==> src/pur_pkg.sv <==
// ----------------------------------------------------------------------------
// pur_pkg
// Shared types and constants for the partial update region unit: item
// layouts, configuration record, queue entry and status codes.
// ----------------------------------------------------------------------------
package pur_pkg;

    localparam int COORD_BITS  = 13;
    localparam int PORCH_BITS  = COORD_BITS + 1;
    localparam int FP_BITS     = 10;
    localparam int STATUS_BITS = 3;
    localparam int CFG_IDX_BITS  = 3;
    localparam int CFG_DATA_BITS = 16;

    // Configuration register indexes
    localparam logic [CFG_IDX_BITS-1:0] REG_PARTIAL_ENABLE   = 3'd0;
    localparam logic [CFG_IDX_BITS-1:0] REG_PANEL_COLS       = 3'd1;
    localparam logic [CFG_IDX_BITS-1:0] REG_PANEL_HEIGHT     = 3'd2;
    localparam logic [CFG_IDX_BITS-1:0] REG_FRONT_PORCH      = 3'd3;
    localparam logic [CFG_IDX_BITS-1:0] REG_COMPRESS_ENABLE  = 3'd4;
    localparam logic [CFG_IDX_BITS-1:0] REG_SLICE_ROWS       = 3'd5;
    localparam logic [CFG_IDX_BITS-1:0] REG_COMPRESSED_WIDTH = 3'd6;
    localparam logic [CFG_IDX_BITS-1:0] REG_DUAL_LINK        = 3'd7;

    // Result status codes
    localparam logic [STATUS_BITS-1:0] STATUS_APPLIED    = 3'd0;
    localparam logic [STATUS_BITS-1:0] STATUS_DISABLED   = 3'd1;
    localparam logic [STATUS_BITS-1:0] STATUS_UNCHANGED  = 3'd2;
    localparam logic [STATUS_BITS-1:0] STATUS_BAD_XW     = 3'd3;
    localparam logic [STATUS_BITS-1:0] STATUS_ZERO_SLICE = 3'd4;
    localparam logic [STATUS_BITS-1:0] STATUS_MISALIGNED = 3'd5;
    localparam logic [STATUS_BITS-1:0] STATUS_RESET_DONE = 3'd6;

    // Input command codes
    localparam logic CMD_UPDATE = 1'b0;
    localparam logic CMD_RESET  = 1'b1;

    // Kind of work queued for the back end
    localparam logic [1:0] KIND_UPDATE   = 2'd0;
    localparam logic [1:0] KIND_RESET    = 2'd1;
    localparam logic [1:0] KIND_DISABLED = 2'd2;

    typedef struct packed {
        logic                  command;
        logic [COORD_BITS-1:0] rect_x;
        logic [COORD_BITS-1:0] rect_y;
        logic [COORD_BITS-1:0] rect_w;
        logic [COORD_BITS-1:0] rect_h;
    } in_item_t;

    typedef struct packed {
        logic [STATUS_BITS-1:0] status;
        logic [COORD_BITS-1:0]  link_width;
        logic [COORD_BITS-1:0]  link_height;
        logic [PORCH_BITS-1:0]  link_porch;
        logic [COORD_BITS-1:0]  region_x;
        logic [COORD_BITS-1:0]  region_y;
        logic [COORD_BITS-1:0]  region_w;
        logic [COORD_BITS-1:0]  region_h;
    } out_item_t;

    typedef struct packed {
        logic                  partial_enable;
        logic [COORD_BITS-1:0] panel_cols;
        logic [COORD_BITS-1:0] panel_height;
        logic [FP_BITS-1:0]    front_porch;
        logic                  compress_enable;
        logic [COORD_BITS-1:0] slice_rows;
        logic [COORD_BITS-1:0] compressed_width;
        logic                  dual_link;
    } cfg_t;

    typedef struct packed {
        logic [1:0]            kind;
        logic                  bad_xw;
        logic                  zero_slice;
        logic [COORD_BITS-1:0] rect_x;
        logic [COORD_BITS-1:0] rect_y;
        logic [COORD_BITS-1:0] rect_w;
        logic [COORD_BITS-1:0] rect_h;
    } q_entry_t;

endpackage

==> src/pur_front.sv <==
// ----------------------------------------------------------------------------
// pur_front
// Classifies an incoming request: command kind, empty-to-full-screen mapping
// and the geometry checks that depend only on the request and configuration.
// ----------------------------------------------------------------------------
module pur_front (
    input  pur_pkg::cfg_t     cfg,
    input  pur_pkg::in_item_t item,
    output pur_pkg::q_entry_t entry
);

    logic is_empty;

    // Detect the all-zero rectangle
    assign is_empty = (item.rect_x == '0) && (item.rect_y == '0)
                   && (item.rect_w == '0) && (item.rect_h == '0);

    // Build the queue entry
    always_comb
    begin
        entry            = '0;
        entry.rect_x     = item.rect_x;
        entry.rect_y     = item.rect_y;
        entry.rect_w     = is_empty ? cfg.panel_cols   : item.rect_w;
        entry.rect_h     = is_empty ? cfg.panel_height : item.rect_h;
        entry.bad_xw     = cfg.compress_enable
                        && ((item.rect_x != '0) || (entry.rect_w != cfg.panel_cols));
        entry.zero_slice = cfg.compress_enable && (cfg.slice_rows == '0);
        if (item.command == pur_pkg::CMD_RESET)
        begin
            // reset carries the full-screen rectangle to be stored
            entry.kind   = pur_pkg::KIND_RESET;
            entry.rect_x = '0;
            entry.rect_y = '0;
            entry.rect_w = cfg.panel_cols;
            entry.rect_h = cfg.panel_height;
        end
        else if (!cfg.partial_enable)
        begin
            entry.kind = pur_pkg::KIND_DISABLED;
        end
        else
        begin
            entry.kind = pur_pkg::KIND_UPDATE;
        end
    end

endmodule

==> src/pur_fifo.sv <==
// ----------------------------------------------------------------------------
// pur_fifo
// Short queue of classified requests between the front and back ends.
// Read data is registered and holds until the next pop.
// ----------------------------------------------------------------------------
module pur_fifo #(
    parameter int DEPTH = 2
) (
    input  logic              clk,
    input  logic              rst_n,
    input  logic              push,
    input  pur_pkg::q_entry_t push_data,
    input  logic              pop,
    output pur_pkg::q_entry_t pop_data,
    output logic              full,
    output logic              empty
);

    localparam int PTR_W = (DEPTH > 1) ? $clog2(DEPTH) : 1;
    localparam int CNT_W = $clog2(DEPTH + 1);

    pur_pkg::q_entry_t mem [DEPTH];
    pur_pkg::q_entry_t pop_data_reg;
    logic [PTR_W-1:0]  wr_ptr_reg, wr_ptr_next;
    logic [PTR_W-1:0]  rd_ptr_reg, rd_ptr_next;
    logic [CNT_W-1:0]  count_reg,  count_next;

    assign full     = (count_reg == CNT_W'(DEPTH));
    assign empty    = (count_reg == '0);
    assign pop_data = pop_data_reg;

    // Advance pointers with wrap at the depth
    always_comb
    begin
        wr_ptr_next = wr_ptr_reg;
        rd_ptr_next = rd_ptr_reg;
        count_next  = count_reg;
        if (push)
        begin
            wr_ptr_next = (wr_ptr_reg == PTR_W'(DEPTH - 1)) ? '0 : wr_ptr_reg + 1'b1;
        end
        if (pop)
        begin
            rd_ptr_next = (rd_ptr_reg == PTR_W'(DEPTH - 1)) ? '0 : rd_ptr_reg + 1'b1;
        end
        if (push && !pop)
        begin
            count_next = count_reg + 1'b1;
        end
        else if (pop && !push)
        begin
            count_next = count_reg - 1'b1;
        end
    end

    always_ff @(posedge clk or negedge rst_n)
    begin
        if (!rst_n)
        begin
            wr_ptr_reg <= '0;
            rd_ptr_reg <= '0;
            count_reg  <= '0;
        end
        else
        begin
            wr_ptr_reg <= wr_ptr_next;
            rd_ptr_reg <= rd_ptr_next;
            count_reg  <= count_next;
        end
    end

    // Storage write and registered read
    always_ff @(posedge clk)
    begin
        if (push)
        begin
            mem[wr_ptr_reg] <= push_data;
        end
        if (pop)
        begin
            pop_data_reg <= mem[rd_ptr_reg];
        end
    end

endmodule

==> src/pur_back.sv <==
// ----------------------------------------------------------------------------
// pur_back
// Carries out queued requests: compare with the stored rectangle, slice
// alignment by bit-serial remainder, update of the stored rectangle and the
// registered result item.
// ----------------------------------------------------------------------------
module pur_back (
    input  logic              clk,
    input  logic              rst_n,
    input  pur_pkg::cfg_t     cfg,
    input  logic              q_empty,
    input  pur_pkg::q_entry_t q_data,
    output logic              q_pop,
    output logic              out_valid,
    input  logic              out_stall,
    output pur_pkg::out_item_t out_item
);

    localparam int CW    = pur_pkg::COORD_BITS;
    localparam int PW    = pur_pkg::PORCH_BITS;
    localparam int CNT_W = $clog2(CW);

    localparam logic [1:0] S_IDLE = 2'd0;
    localparam logic [1:0] S_EVAL = 2'd1;
    localparam logic [1:0] S_DIV  = 2'd2;
    localparam logic [1:0] S_DONE = 2'd3;

    logic [1:0]          state_reg, state_next;
    logic [CNT_W-1:0]    cnt_reg, cnt_next;
    logic [CNT_W-1:0]    bit_idx;
    logic [CW-1:0]       rem_y_reg, rem_y_next;
    logic [CW-1:0]       rem_h_reg, rem_h_next;
    logic [CW:0]         rem_y_sh, rem_h_sh, slice_ext;
    logic [CW-1:0]       stored_x_reg, stored_x_next;
    logic [CW-1:0]       stored_y_reg, stored_y_next;
    logic [CW-1:0]       stored_w_reg, stored_w_next;
    logic [CW-1:0]       stored_h_reg, stored_h_next;
    logic                out_valid_reg, out_valid_next;
    pur_pkg::out_item_t  out_item_reg, out_item_next;
    pur_pkg::out_item_t  applied_item;
    logic                out_free;
    logic                unchanged;
    logic                emit;
    logic                store;
    logic [CW-1:0]       lw_full;
    logic [PW-1:0]       porch_sum;

    assign out_valid = out_valid_reg;
    assign out_item  = out_item_reg;
    assign out_free  = !out_valid_reg || !out_stall;

    // Compare with the stored rectangle
    assign unchanged = (q_data.rect_x == stored_x_reg) && (q_data.rect_y == stored_y_reg)
                    && (q_data.rect_w == stored_w_reg) && (q_data.rect_h == stored_h_reg);

    // Form the result of an applied update
    always_comb
    begin
        lw_full   = cfg.compress_enable ? cfg.compressed_width : q_data.rect_w;
        porch_sum = PW'(cfg.front_porch) + PW'(cfg.panel_height);
        applied_item             = '0;
        applied_item.status      = pur_pkg::STATUS_APPLIED;
        applied_item.link_width  = cfg.dual_link ? (lw_full >> 1) : lw_full;
        applied_item.link_height = q_data.rect_h;
        applied_item.link_porch  = (porch_sum > PW'(q_data.rect_h))
                                 ? porch_sum - PW'(q_data.rect_h) : '0;
        applied_item.region_x    = cfg.dual_link ? (q_data.rect_x >> 1) : q_data.rect_x;
        applied_item.region_y    = q_data.rect_y;
        applied_item.region_w    = cfg.dual_link ? (q_data.rect_w >> 1) : q_data.rect_w;
        applied_item.region_h    = q_data.rect_h;
    end

    // One remainder bit per cycle for y and height
    assign bit_idx   = CNT_W'(CW - 1) - cnt_reg;
    assign slice_ext = {1'b0, cfg.slice_rows};
    assign rem_y_sh  = {rem_y_reg, q_data.rect_y[bit_idx]};
    assign rem_h_sh  = {rem_h_reg, q_data.rect_h[bit_idx]};

    // Sequence one request at a time
    always_comb
    begin
        state_next    = state_reg;
        cnt_next      = cnt_reg;
        rem_y_next    = rem_y_reg;
        rem_h_next    = rem_h_reg;
        out_item_next = out_item_reg;
        q_pop         = 1'b0;
        emit          = 1'b0;
        store         = 1'b0;
        unique case (state_reg)
            S_IDLE:
            begin
                if (!q_empty)
                begin
                    q_pop      = 1'b1;
                    state_next = S_EVAL;
                end
            end
            S_EVAL:
            begin
                if (out_free)
                begin
                    emit          = 1'b1;
                    out_item_next = '0;
                    state_next    = S_IDLE;
                    if (q_data.kind == pur_pkg::KIND_RESET)
                    begin
                        out_item_next.status = pur_pkg::STATUS_RESET_DONE;
                        store                = 1'b1;
                    end
                    else if (q_data.kind == pur_pkg::KIND_DISABLED)
                    begin
                        out_item_next.status = pur_pkg::STATUS_DISABLED;
                    end
                    else if (unchanged)
                    begin
                        out_item_next.status = pur_pkg::STATUS_UNCHANGED;
                    end
                    else if (q_data.bad_xw)
                    begin
                        out_item_next.status = pur_pkg::STATUS_BAD_XW;
                    end
                    else if (q_data.zero_slice)
                    begin
                        out_item_next.status = pur_pkg::STATUS_ZERO_SLICE;
                    end
                    else if (cfg.compress_enable)
                    begin
                        // hold the result until alignment is known
                        emit          = 1'b0;
                        out_item_next = out_item_reg;
                        cnt_next      = '0;
                        rem_y_next    = '0;
                        rem_h_next    = '0;
                        state_next    = S_DIV;
                    end
                    else
                    begin
                        out_item_next = applied_item;
                        store         = 1'b1;
                    end
                end
            end
            S_DIV:
            begin
                rem_y_next = (rem_y_sh >= slice_ext) ? CW'(rem_y_sh - slice_ext)
                                                     : rem_y_sh[CW-1:0];
                rem_h_next = (rem_h_sh >= slice_ext) ? CW'(rem_h_sh - slice_ext)
                                                     : rem_h_sh[CW-1:0];
                cnt_next   = cnt_reg + 1'b1;
                if (cnt_reg == CNT_W'(CW - 1))
                begin
                    state_next = S_DONE;
                end
            end
            S_DONE:
            begin
                if (out_free)
                begin
                    emit       = 1'b1;
                    state_next = S_IDLE;
                    if ((rem_y_reg != '0) || (rem_h_reg != '0))
                    begin
                        out_item_next        = '0;
                        out_item_next.status = pur_pkg::STATUS_MISALIGNED;
                    end
                    else
                    begin
                        out_item_next = applied_item;
                        store         = 1'b1;
                    end
                end
            end
            default:
            begin
                state_next = S_IDLE;
            end
        endcase
    end

    // Update stored rectangle and output valid
    always_comb
    begin
        stored_x_next  = store ? q_data.rect_x : stored_x_reg;
        stored_y_next  = store ? q_data.rect_y : stored_y_reg;
        stored_w_next  = store ? q_data.rect_w : stored_w_reg;
        stored_h_next  = store ? q_data.rect_h : stored_h_reg;
        out_valid_next = emit ? 1'b1 : (out_valid_reg && out_stall);
    end

    always_ff @(posedge clk or negedge rst_n)
    begin
        if (!rst_n)
        begin
            state_reg     <= S_IDLE;
            cnt_reg       <= '0;
            stored_x_reg  <= '0;
            stored_y_reg  <= '0;
            stored_w_reg  <= '0;
            stored_h_reg  <= '0;
            out_valid_reg <= 1'b0;
        end
        else
        begin
            state_reg     <= state_next;
            cnt_reg       <= cnt_next;
            stored_x_reg  <= stored_x_next;
            stored_y_reg  <= stored_y_next;
            stored_w_reg  <= stored_w_next;
            stored_h_reg  <= stored_h_next;
            out_valid_reg <= out_valid_next;
        end
    end

    // Payload registers
    always_ff @(posedge clk)
    begin
        rem_y_reg    <= rem_y_next;
        rem_h_reg    <= rem_h_next;
        out_item_reg <= out_item_next;
    end

endmodule

==> src/dsi_partial_update_region_unit.sv <==
// ----------------------------------------------------------------------------
// dsi_partial_update_region_unit
// Dirty-rectangle request handling for a display serial link: validates a
// requested region, keeps the current one and reports link timing and panel
// region values.
// ----------------------------------------------------------------------------
// Requests enter a queue of QUEUE_DEPTH items and are carried out one at a
// time, each giving exactly one result item. A request that needs no slice
// alignment check has its result in the output register once the back end
// has read the queue head and evaluated it. An update that reaches the
// alignment check with compression on goes through the read and evaluate
// steps, the bit-serial remainder unit that produces one bit of y and height
// modulo the slice height per cycle, and a report step. A stalled output
// holds the evaluate or report step until the output register is free. Input
// is taken while the queue has room, and a finished result waits in the
// output register without blocking the queue. Configuration is written
// through the cfg port, which is always ready, and should be changed only
// while no request is in flight.
// ----------------------------------------------------------------------------
module dsi_partial_update_region_unit #(
    parameter int QUEUE_DEPTH = 2
) (
    input  logic                                  clk,
    input  logic                                  rst_n,
    input  logic                                  in_valid,
    output logic                                  in_stall,
    input  pur_pkg::in_item_t                     in_item,
    output logic                                  out_valid,
    input  logic                                  out_stall,
    output pur_pkg::out_item_t                    out_item,
    input  logic                                  cfg_valid,
    output logic                                  cfg_ready,
    input  logic [pur_pkg::CFG_IDX_BITS-1:0]      cfg_index,
    input  logic [pur_pkg::CFG_DATA_BITS-1:0]     cfg_data
);

    localparam int CW = pur_pkg::COORD_BITS;

    pur_pkg::cfg_t     cfg_reg, cfg_next;
    pur_pkg::q_entry_t push_entry;
    pur_pkg::q_entry_t head_entry;
    logic              q_full;
    logic              q_empty;
    logic              q_pop;
    logic              push;

    assign cfg_ready = 1'b1;
    assign in_stall  = q_full;
    assign push      = in_valid && !q_full;

    // Decode configuration writes
    always_comb
    begin
        cfg_next = cfg_reg;
        if (cfg_valid)
        begin
            unique case (cfg_index)
                pur_pkg::REG_PARTIAL_ENABLE:   cfg_next.partial_enable   = cfg_data[0];
                pur_pkg::REG_PANEL_COLS:       cfg_next.panel_cols       = cfg_data[CW-1:0];
                pur_pkg::REG_PANEL_HEIGHT:     cfg_next.panel_height     = cfg_data[CW-1:0];
                pur_pkg::REG_FRONT_PORCH:
                    cfg_next.front_porch = cfg_data[pur_pkg::FP_BITS-1:0];
                pur_pkg::REG_COMPRESS_ENABLE:  cfg_next.compress_enable  = cfg_data[0];
                pur_pkg::REG_SLICE_ROWS:       cfg_next.slice_rows       = cfg_data[CW-1:0];
                pur_pkg::REG_COMPRESSED_WIDTH: cfg_next.compressed_width = cfg_data[CW-1:0];
                pur_pkg::REG_DUAL_LINK:        cfg_next.dual_link        = cfg_data[0];
                default:                       cfg_next = cfg_reg;
            endcase
        end
    end

    always_ff @(posedge clk or negedge rst_n)
    begin
        if (!rst_n)
        begin
            cfg_reg <= '0;
        end
        else
        begin
            cfg_reg <= cfg_next;
        end
    end

    pur_front u_front (
        .cfg   (cfg_reg),
        .item  (in_item),
        .entry (push_entry)
    );

    pur_fifo #(
        .DEPTH (QUEUE_DEPTH)
    ) u_fifo (
        .clk       (clk),
        .rst_n     (rst_n),
        .push      (push),
        .push_data (push_entry),
        .pop       (q_pop),
        .pop_data  (head_entry),
        .full      (q_full),
        .empty     (q_empty)
    );

    pur_back u_back (
        .clk       (clk),
        .rst_n     (rst_n),
        .cfg       (cfg_reg),
        .q_empty   (q_empty),
        .q_data    (head_entry),
        .q_pop     (q_pop),
        .out_valid (out_valid),
        .out_stall (out_stall),
        .out_item  (out_item)
    );

endmodule
==> config.mk <==
export PLATFORM = sky130hd
export DESIGN_NAME = dsi_partial_update_region_unit
export DESIGN_NICKNAME = d
export VERILOG_FILES = /design/src/pur_pkg.sv /design/src/pur_front.sv /design/src/pur_fifo.sv /design/src/pur_back.sv /design/src/dsi_partial_update_region_unit.sv
export SDC_FILE = /design/constraint.sdc
export NUM_CORES = 1
export LEC_CHECK = 0
export BUFFER_PORTS_ARGS = -buffer_cell sky130_fd_sc_hd__buf_2
export CORE_UTILIZATION = 24
export CTS_BUF_LIST = sky130_fd_sc_hd__clkbuf_8
export DETAILED_ROUTE_END_ITERATION = 7
export PLACE_DENSITY = 0.45
export SLEW_MARGIN = 5
export SYNTH_ARGS = -nofsm -noshare
export SYNTH_HDL_FRONTEND = slang
export SYNTH_SLANG_ARGS = --single-unit
==> constraint.sdc <==
create_clock -name clk -period 11.45 [get_ports clk]
set_input_delay 1.145 -clock clk [delete_from_list [all_inputs] [get_ports clk]]
set_output_delay 1.145 -clock clk [all_outputs]
set_load 0.02 [all_outputs]
==> summary.md <==
| Metric | Value |
|---|---|
| Most common cell after layout, fill and taps aside | `edfxtp_1` |
| Number of antenna-violating nets in the routed design | `0` |
| Total GRT Usage | `13.46%` |
| CP max-delay cell | `dfrtp_1` |
| Critical path endpoint category | `flip-flop` |
| Residual DRC | `0` |
| Worst slew pin tran | `roughly 1.1 ns` |
| H-tree depth | `3` |
| Total Nets Final | `between 1500 and 2000` |
| Slew Limit Fails | `0` |
| Max reg flops | `roughly 110` |
| Slew headroom | `about a quarter` |
| Core ar. | `0.07926 mm²` |
| Area Growth Syn to Fin | `17.29%` |
| Area of the mapped netlist | `between 0.015 and 0.02 mm²` |
| Crit path required time | `around 12 ns` |
| Cell variety after synth | `56` |
| Top-level I/O count | `about 180` |
| GPL Wtd Cong | `slightly above 0.8` |
| Proportion of layout cells with a drive suffix above 1 | `between 20% and 30%` |
| Die area | `0.08160 mm²` |
| Clk Latency, worst-skew pair | `~0.66 ns` |
| Overflow after GRT | `0` |
| Worst hold slack | `slightly below 0.5 ns` |
| Fmax | `0.1896 GHz` |
| End point of the critical path | `u_back.rem_y_reg[0]` |
| TritonCTS clock tree | `built` |
| Critical Path AT | `5.78 ns` |
| Die height | `285.7 µm` |
| Fin crit period | `approximately 5.3 ns` |
| Layout fillers | `about 8100` |
| CTS Buf Count | `70` |
| Main synth FF type | `edfxtp_1` |
| Synth Net Count | `roughly 1600` |
| PD cells | `approximately 290 mW/mm²` |
| RSZ-0062 raised after global routing | `false` |
| Post-CTS setup buffers | `0` |
| HP Class | `primary input to asynchronous set/reset pin` |
| Routed WL | `between 50 and 60 mm` |
| Max Cap Viol | `0` |
| Initial Util | `~24%` |
| Commonest non-fill, non-tap cells in the layout | `edfxtp_1 (276), mux2_2 (190), buf_2 (169)` |
| P_leak | `8.711 nW` |
| Most frequent CP cell | `ha_1` |
| R2R depth | `17` |
| # resized after CTS | `0` |
| Post-synth ARST share | `a little under a third` |
| R2R Path End | `u_back.rem_y_reg[0]` |
| R2r setup slk | `between 6 and 7 ns` |
| Drt initial violations | `~860` |
| Yosys top cell by area | `edfxtp_1` |
| Largest net degree at the start of global routing | `66` |
| CTS Hold Bufs | `0` |
| Post-Syn Instances | `around 1400` |
| Top-area cell type share of the netlist area | `a little over two fifths` |
| Sum Neg Setup Slack | `0 ns` |
| Clock-pin slew on the worst setup and hold paths | `0.06 ns` |
| Type of origin of the critical path | `flip-flop` |
| Initial antenna violation count | `18` |
| Count of final hold-check violations | `0` |
| CP Max Fanout | `15` |
| Post-synth EDFFs | `around 280` |
| Yosys reg bits | `a little over 400` |
| Port bufs | `170` |
| Critical-path cell list | `inv_1 -> ha_1 -> xor2_2 -> mux2i_1 -> o22ai_1 -> o211ai_1 -> o21a_1 -> ha_1 -> fa_1 -> nor2b_1 -> o21ai_0 -> a21oi_1 -> o221ai_1 -> and3_1 -> nor2_2 -> mux2_2 -> nor2_1` |
| Die X-Extent | `about 290 µm` |
| TritonRoute pass-1 iters | `5` |
| Root Driver | `clkbuf_8` |
| Outcome | `completed` |
| Sequential area share after synthesis | `between 50% and 60%` |
| HPWL Detailed | `39.65 mm` |
| Top cells by area, synth | `edfxtp_1 (43%), dfrtp_1 (17%), mux2_2 (11%), xnor2_1 (3.8%), ha_1 (3.5%)` |
| CTS max path bufs | `3` |
| Period Utilization, post-route | `a little under half` |
| Ys Warns | `0` |
| Crit path kind | `flip-flop to flip-flop` |
| Critical Path Max Stage Delay | `slightly below 0.8 ns` |
| Mean area per synthesized cell | `13.62 µm²` |
| Clock Skews | `0.03146 ns` |
| Sink Count | `~400` |
| Launching point of the worst reg2reg path | `u_back.cnt_reg[0]` |
| Vias | `~12000` |
| Final Setup Violations | `0` |
| Vias per inst | `4.419` |
| Setup crit start | `u_back.cnt_reg[0]` |
| Per-cell routed wire length | `between 20 and 25 µm` |
| Site Rows | `approximately 100` |
| Worst VDD drop | `about 110 µV` |
| Vias in the first global route | `roughly 12000` |
| First-pass GRT wire length | `about 80 mm` |
power by group:
| group | internal, mW | leakage (nW) | switching, mW |
|---|---|---|---|
| Clock | 0.661 | 0.789 | 0.623 |
| Combinational | 1.10 | 3.75 | 1.47 |
| Sequential | 2.25 | 4.17 | 0.456 |
| Total | 4.01 | 8.71 | 2.55 |
through the flow:
step	worst slack [ns]	total power, mW	utilization [%]	area [µm²]	std cells
2_1_floorplan	5.555	4.535	-	19310	1418
3_3_place_gp	6.231	5.302	26.86	21290	2588
3_5_place_dp	6.121	5.349	26.86	21290	2588
4_1_cts	6.090	6.674	28.57	22640	2717
5_1_grt	5.697	6.993	28.57	22640	2718
6_report	6.175	6.558	28.58	22650	2720
logic make-up after synthesis:
logic type | Yosys count | synth area share, %
buffers and inverters | 108 | 2.715
muxes | 256 | 14.95
adders and majority gates | 58 | 3.914
AOI/OAI and AO/OA | 156 | 5.132
xor gates and xnor gates | 110 | 5.028
DFF | 404 | 59.51
and+or+nand+nor | 325 | 8.728
other | 1 | 0.01942
how the worst min path moves through the flow:
stage	slack, ns	cells past startpoint	end
2_1_floorplan	0.46	1	u_fifo.wr_ptr_reg
3_3_place_gp	0.49	1	u_fifo.count_reg[1]
3_5_place_dp	0.49	1	u_fifo.count_reg[1]
4_1_cts	0.45	1	u_back.stored_y_reg[9]
5_1_grt	0.50	1	u_back.stored_x_reg[5]
6_report	0.49	1	u_back.stored_w_reg[12]
per-layer routing:
metal  routed length (µm)  track usage, %
met1                24200           17.01
met2                26270           22.12
met3                 3213           3.373
met4                 1442           5.053
met5                  144               0
layout make-up:
cell class	instances	area [µm²]	share of cell area [%]
inverter	47	176.4	0.7790
antenna	3	7.507	0.03315
sequential	404	11500	50.76
multi-input combinational	906	7362	32.51
timing repair buffer	181	939.7	4.149
clock inverter	54	320.3	1.414
clock buffer	75	1032	4.558
tap	1050	1314	5.801
Yosys cell counts (3+ instances only):
| library cell | instances |
|---|---|
| nand4b_1 | 3 |
| nand4_1 | 28 |
| nand3_1 | 9 |
| mux4_2 | 6 |
| o31ai_1 | 3 |
| a21oi_1 | 45 |
| fa_1 | 4 |
| xor2_1 | 26 |
| nor3b_1 | 7 |
| and3_1 | 3 |
| dfrtp_1 | 128 |
| nor4_1 | 29 |
| o22ai_1 | 3 |
| nor2b_1 | 62 |
| buf_2 | 11 |
| xnor2_1 | 83 |
| ha_1 | 54 |
| inv_1 | 47 |
| nand2b_1 | 10 |
| buf_4 | 14 |
| mux2_1 | 10 |
| nor3_1 | 19 |
| o21ai_0 | 34 |
| clkbuf_1 | 27 |
| o21a_1 | 11 |
| nor2_1 | 99 |
| mux2i_1 | 50 |
| mux2_2 | 190 |
| or3_1 | 7 |
| a211oi_1 | 27 |
| a21o_1 | 13 |
| buf_6 | 7 |
| edfxtp_1 | 276 |
| nand2_1 | 41 |
worst max-delay path: cells and delay by family (launching register included):
family	cells	cell delay, ns
XOR/XNOR	1	0.49
flip-flops	1	0.77
adder cells (fa/ha/maj)	3	0.95
multiplexers	2	0.56
AND/OR/NAND/NOR	4	1.14
buffers and inverters	1	0.14
AO/OA/AOI/OAI	6	1.07
Power figures use the tool's default switching activity.
